$ cat src/sv/tcv_pkg.sv
// Package: shared types and constants for the cwnd validation engine.
package tcv_pkg;

    localparam logic [2:0] OP_ACK      = 3'd0;
    localparam logic [2:0] OP_TX_START = 3'd1;
    localparam logic [2:0] OP_CWR      = 3'd2;
    localparam logic [2:0] OP_LOSS     = 3'd3;
    localparam logic [2:0] OP_SLOW_ACK = 3'd4;
    localparam logic [2:0] OP_SS_QUERY = 3'd5;

    localparam logic [1:0] REG_MIN_PERIOD = 2'd0;
    localparam logic [1:0] REG_CLOSEDOWN  = 2'd1;
    localparam logic [1:0] REG_INIT_CWND  = 2'd2;
    localparam logic [1:0] REG_RESTART    = 2'd3;

    localparam logic [5:0] CLOSEDOWN_CAP = 6'd40;

    typedef struct packed {
        logic [2:0]  operation;
        logic [31:0] now_ticks;
        logic [31:0] acked_seq;
        logic [31:0] next_seq;
        logic [31:0] srtt_ticks;
        logic [31:0] cwnd_in;
        logic [31:0] ssthresh_in;
        logic [15:0] mss;
        logic [31:0] in_flight;
        logic [31:0] retx_count;
        logic        cwnd_limited;
    } t_in;

    typedef struct packed {
        logic [31:0] cwnd_out;
        logic [31:0] ssthresh_out;
        logic [31:0] pipeack_out;
        logic        pipeack_defined;
        logic        validated;
        logic        allow_increase;
        logic        in_recovery;
    } t_out;

    // controller -> datapath
    typedef struct packed {
        logic load;      // capture item, compute period on ack
        logic ack_upd;   // sample/bin update
        logic walk_init;
        logic walk_step;
        logic ack_valid; // validity decision on ack
        logic cd_init;   // start closedown division
        logic div_step;  // one quotient bit
        logic cd_apply;  // advance stamp, set step count
        logic cd_step;   // one halving
        logic cwr_init;  // start pipeACK/mss division
        logic cwr_fin;
        logic slow_fin;
        logic loss;
        logic ssq;
        logic out_load;
    } t_cmd;

    // datapath -> controller
    typedef struct packed {
        logic walk_done;
        logic div_done;
        logic cd_needed;
        logic cd_done;
        logic nonvalid;
        logic slow_go;
    } t_sts;

endpackage

$ cat src/sv/tcv_ctrl.sv
// Controller: sequences the steps for one event.
module tcv_ctrl (
    input  logic          i_clk,
    input  logic          i_rst_n,
    input  logic          i_in_valid,
    output logic          o_in_stall,
    output logic          o_out_valid,
    input  logic          i_out_stall,
    input  logic [2:0]    i_op,
    input  tcv_pkg::t_sts i_sts,
    output tcv_pkg::t_cmd o_cmd
);
    import tcv_pkg::*;

    localparam logic [3:0] S_IDLE = 4'd0, S_ACK = 4'd1, S_WALK = 4'd2, S_VAL = 4'd3,
                           S_CDCHK = 4'd4, S_CDDIV = 4'd5, S_CDAPP = 4'd6,
                           S_CDSTEP = 4'd7, S_MDIV = 4'd8, S_FIN = 4'd9,
                           S_DISPATCH = 4'd10;

    logic [3:0] r_state, n_state;
    logic [2:0] r_op;
    logic       r_out_valid, n_out_valid;

    assign o_in_stall  = (r_state != S_IDLE) || (r_out_valid && i_out_stall);
    assign o_out_valid = r_out_valid;

    always_comb begin
        n_state     = r_state;
        n_out_valid = r_out_valid && i_out_stall;
        o_cmd       = '0;
        case (r_state)
            S_IDLE: begin
                if (i_in_valid && !o_in_stall) begin
                    o_cmd.load = 1'b1;
                    n_state = S_DISPATCH;
                end
            end
            S_DISPATCH: begin
                case (r_op)
                    OP_ACK: n_state = S_ACK;
                    OP_TX_START: n_state = S_CDCHK;
                    OP_CWR: begin
                        if (i_sts.nonvalid) begin
                            o_cmd.cwr_init = 1'b1;
                            n_state = S_MDIV;
                        end else begin
                            n_state = S_FIN;
                        end
                    end
                    OP_SLOW_ACK: begin
                        if (i_sts.slow_go) begin
                            o_cmd.cwr_init = 1'b1;
                            n_state = S_MDIV;
                        end else begin
                            n_state = S_FIN;
                        end
                    end
                    OP_LOSS: begin
                        o_cmd.loss = 1'b1;
                        n_state = S_FIN;
                    end
                    OP_SS_QUERY: begin
                        o_cmd.ssq = 1'b1;
                        n_state = S_FIN;
                    end
                    default: n_state = S_FIN;
                endcase
            end
            S_ACK: begin
                o_cmd.ack_upd = 1'b1;
                n_state = S_WALK;
            end
            S_WALK: begin
                if (i_sts.walk_done) begin
                    n_state = S_VAL;
                end else begin
                    o_cmd.walk_step = 1'b1;
                end
            end
            S_VAL: begin
                o_cmd.ack_valid = 1'b1;
                n_state = S_CDCHK;
            end
            S_CDCHK: begin
                if ((r_op == OP_TX_START || i_sts.nonvalid) && i_sts.cd_needed) begin
                    o_cmd.cd_init = 1'b1;
                    n_state = S_CDDIV;
                end else begin
                    n_state = S_FIN;
                end
            end
            S_CDDIV: begin
                if (i_sts.div_done) begin
                    n_state = S_CDAPP;
                end else begin
                    o_cmd.div_step = 1'b1;
                end
            end
            S_CDAPP: begin
                o_cmd.cd_apply = 1'b1;
                n_state = S_CDSTEP;
            end
            S_CDSTEP: begin
                if (i_sts.cd_done) begin
                    n_state = S_FIN;
                end else begin
                    o_cmd.cd_step = 1'b1;
                end
            end
            S_MDIV: begin
                if (i_sts.div_done) begin
                    if (r_op == OP_CWR) begin
                        o_cmd.cwr_fin = 1'b1;
                    end else begin
                        o_cmd.slow_fin = 1'b1;
                    end
                    n_state = S_FIN;
                end else begin
                    o_cmd.div_step = 1'b1;
                end
            end
            S_FIN: begin
                o_cmd.out_load = 1'b1;
                n_out_valid = 1'b1;
                n_state = S_IDLE;
            end
            default: n_state = S_IDLE;
        endcase
        if (r_state == S_ACK) o_cmd.walk_init = 1'b1;
    end

    always_ff @(posedge i_clk) begin
        if (!i_rst_n) begin
            r_state     <= S_IDLE;
            r_out_valid <= 1'b0;
        end else begin
            r_state     <= n_state;
            r_out_valid <= n_out_valid;
        end
        if (o_cmd.load) r_op <= i_op;
    end

endmodule

$ cat config.mk
export PLATFORM = sky130hd
export DESIGN_NAME = tcv_ctrl
export DESIGN_NICKNAME = d
export VERILOG_FILES = /design/src/sv/tcv_pkg.sv /design/src/sv/tcv_ctrl.sv
export SDC_FILE = /design/constraint.sdc
export NUM_CORES = 1
export LEC_CHECK = 0
export BUFFER_PORTS_ARGS = -buffer_cell sky130_fd_sc_hd__buf_4
export CAP_MARGIN = 40
export CORE_MARGIN = 5
export CORE_UTILIZATION = 47
export CTS_BUF_LIST = sky130_fd_sc_hd__clkbuf_16
export DETAILED_ROUTE_END_ITERATION = 8
export PLACE_DENSITY = 0.84
export SKIP_CTS_REPAIR_TIMING = 1
export SYNTH_ARGS = -nofsm -noshare
export SYNTH_HDL_FRONTEND = slang
export SYNTH_SLANG_ARGS = --single-unit
$ cat constraint.sdc
create_clock -name i_clk -period 1.5 [get_ports i_clk]
set_input_delay 0.225 -clock i_clk [delete_from_list [all_inputs] [get_ports i_clk]]
set_output_delay 0.225 -clock i_clk [all_outputs]
set_load 0.02 [all_outputs]
==> summary.md <==
| Metric | Value |
|---|---|
| Cts bufs inserted | 3 |
| Nets | roughly 160 |
| Status | finished, violations left |
| Fin. Hold Viols | 0 |
| Hold Slack | approximately 170 ps |
| Synth top area share | 0.136 |
| DIE WIDTH | 49.6 um |
| Area growth from synthesis to layout | 89.8% |
| # diodes | 0 |
| Worst slew margin | 0.660 |
| Post-DP Area | between 1000 and 1500 um^2 |
| Deepest clock path buffer count | 2 |
| Synth Register Bits | 8 |
| Failing checks | negative setup slack |
| PwrDens | 1900 nW/um^2 |
| Layout cells sized above 1 | 0.592 |
| DRT Pass-1 Iters | 6 |
| WL final | approximately 4000 um |
| Clock Tree Root | clkbuf_16 |
| Filler cells | 46 |
| Static Leak | 0.624 nW |
| Pre-CTS WS | -70.2 ps |
| Number of max-cap violations | 0 |
| Io pins | 30 |
| Final Util | 0.939 |
| Syn avg cell area | just over 8 um^2 |
| Post-synth top cells | 8 x nor2_1, 7 x nand2_1, 6 x nor3_1 |
| Vias in the first global route | roughly 900 |
| Setup_tns | -1740 ps |
| Reg clk slew, reported paths | 40 ps |
| Unique cell type count in the Yosys netlist | 44 |
| Fin worst setup slack | -304 ps |
| Post-route ant nets | 0 |
| Post-Route Skew | 0.490 ps |
| Clk_lat worst skew | ~240 ps |
| Initial antenna violation count | 0 |
| Achievable clock frequency | around 0.55 GHz |
| Buffer and inverter count on the worst path | 2 |
| Post-synth EDFFs | 3 |
| Max-slew violation count | 0 |
| Syn nets | 103 |
| Tot GR Track Use | 0.218 |
| DR vias | 1077 |
| Endpoints failing setup | 14 |
| Most common cell in the netlist | nor2_1 |
| Synth warnings | 0 |
| CP required | between 1000 and 1500 ps |
| WL per Instance | 25.3 um |
| Post-synth ARST share | 0 |
| CP Class | reg2out |
| Gr ovfl total | 0 |
| Die Ht | 49.6 um |
| CP Launch Type | register |
| H-tree levels | 1 |
| Total power | around 2.7 mW |
| Post-layout min period | 1800 ps |
| Multi-input gate area | ~600 um^2 |
| Die ar. | approximately 2500 um^2 |
| Post-route insts no fill | roughly 160 |
| DR vias/cell | 6.82 |
| Synth Cell Area | roughly 740 um^2 |
| Slowest CP cell | edfxtp_1 |
| Worst slew pin tran | around 510 ps |
| Largest net degree at the start of global routing | 11 |
| CP Capture Type | output port |
| Critical path peak fanout | 6 |
| Final worst-path cycle share | 1.20 |
| Clk sinks | 8 |
| RSZ-0062 raised after global routing | yes |
| Number of DRC violations after detailed-routing iteration 0 | a little under 70 |
| Synth area leaders | dfxtp_1 14%, edfxtp_1 12%, nor3_1 4.1% |
| CTS tree | done |
| Max VDD drop | 1.81 mV |
| GPL Wtd Cong | around 0.92 |
| Top delay family on crit path | flip-flops |
| Site Rows | 14 |
| CP cell instances | buf_6 -> and3b_1 -> a21oi_1 -> nor3b_2 -> buf_4 |
| First-pass GRT wire length | approximately 4300 um |
| DRC | 0 |
| Storage element area | around 200 um^2 |
| Final HPWL DP | ~1800 um |
| Crit path DAT | 1580 ps |
| Initial core utilization | 0.495 |
| Top FF cell, synth | dfxtp_1 |
| Worst Hold Class | in2reg |
| Post-synth top area cell | dfxtp_1 |
| Final Cell Area | around 1400 um^2 |
| Core area | ~1500 um^2 |
| Max incr delay on CP | 510 ps |
| # port buffers | 29 |
| Seq/Total Area, Yosys | 0.258 |
| Placed cells | between 100 and 150 |
| Post-Syn Instances | 90 |
placed cells by master (no fill, tap or decap), drive strengths merged, types with 2 or more instances in the layout:
master and n:
a211oi 2, a21boi 3, a21oi 2, and3b 2
buf 55, clkbuf 3, dfxtp 5, edfxtp 3
inv 3, mux2i 2, nand2 7, nand2b 3
nand3 2, nand4b 2, nor2 8, nor3 6
nor3b 4, nor4 2, nor4bb 3, o21a 2
o21ai 3
routing by layer:
layer  global-route usage  vias up  routed length (um)
met1                0.251      514                1480
met5                    0        -                   0
met4                0.109        0                 168
met2                0.379       96                2030
met3               0.0361       18                 325
li1                     -      449                   -
cells by family after synthesis:
logic type	after synthesis	synth area share
mux	2	0.0272
compound gates	21	0.233
flops	8	0.258
buf+inv	9	0.0594
simple gates	50	0.423
sequential cells by signal, indices dropped and copies added (netlist names):
register,count
r_state,4
r_op,3
o_out_valid,1
path summary, 6_finish.rpt:
check                           startpoint         end  slack, ps  depth (start not counted)
worst max-delay path               r_op[1]    o_cmd[5]       -300                          5
worst min-delay path               i_op[2]     r_op[2]        170                          1
worst max register to register  r_state[2]  r_state[0]       -110                          5
worst min register to register  r_state[3]  r_state[3]        540                          2
layout make-up:
| class | count | share of cell area |
|---|---|---|
| multi-input cells | 73 | 0.438 |
| repair buffers | 55 | 0.341 |
| flip-flops and latches | 8 | 0.145 |
| clock buffers | 3 | 0.0537 |
| well taps | 16 | 0.0143 |
| inverters | 2 | 0.00537 |
| clock inverters | 1 | 0.00268 |
power breakdown:
part / internal [mW] / switching [mW]
combinational: 0.878 / 0.881
clock: 0.349 / 0.126
sequential: 0.314 / 0.109
total: 1.54 / 1.12
(Power assumes the default switching activity.)
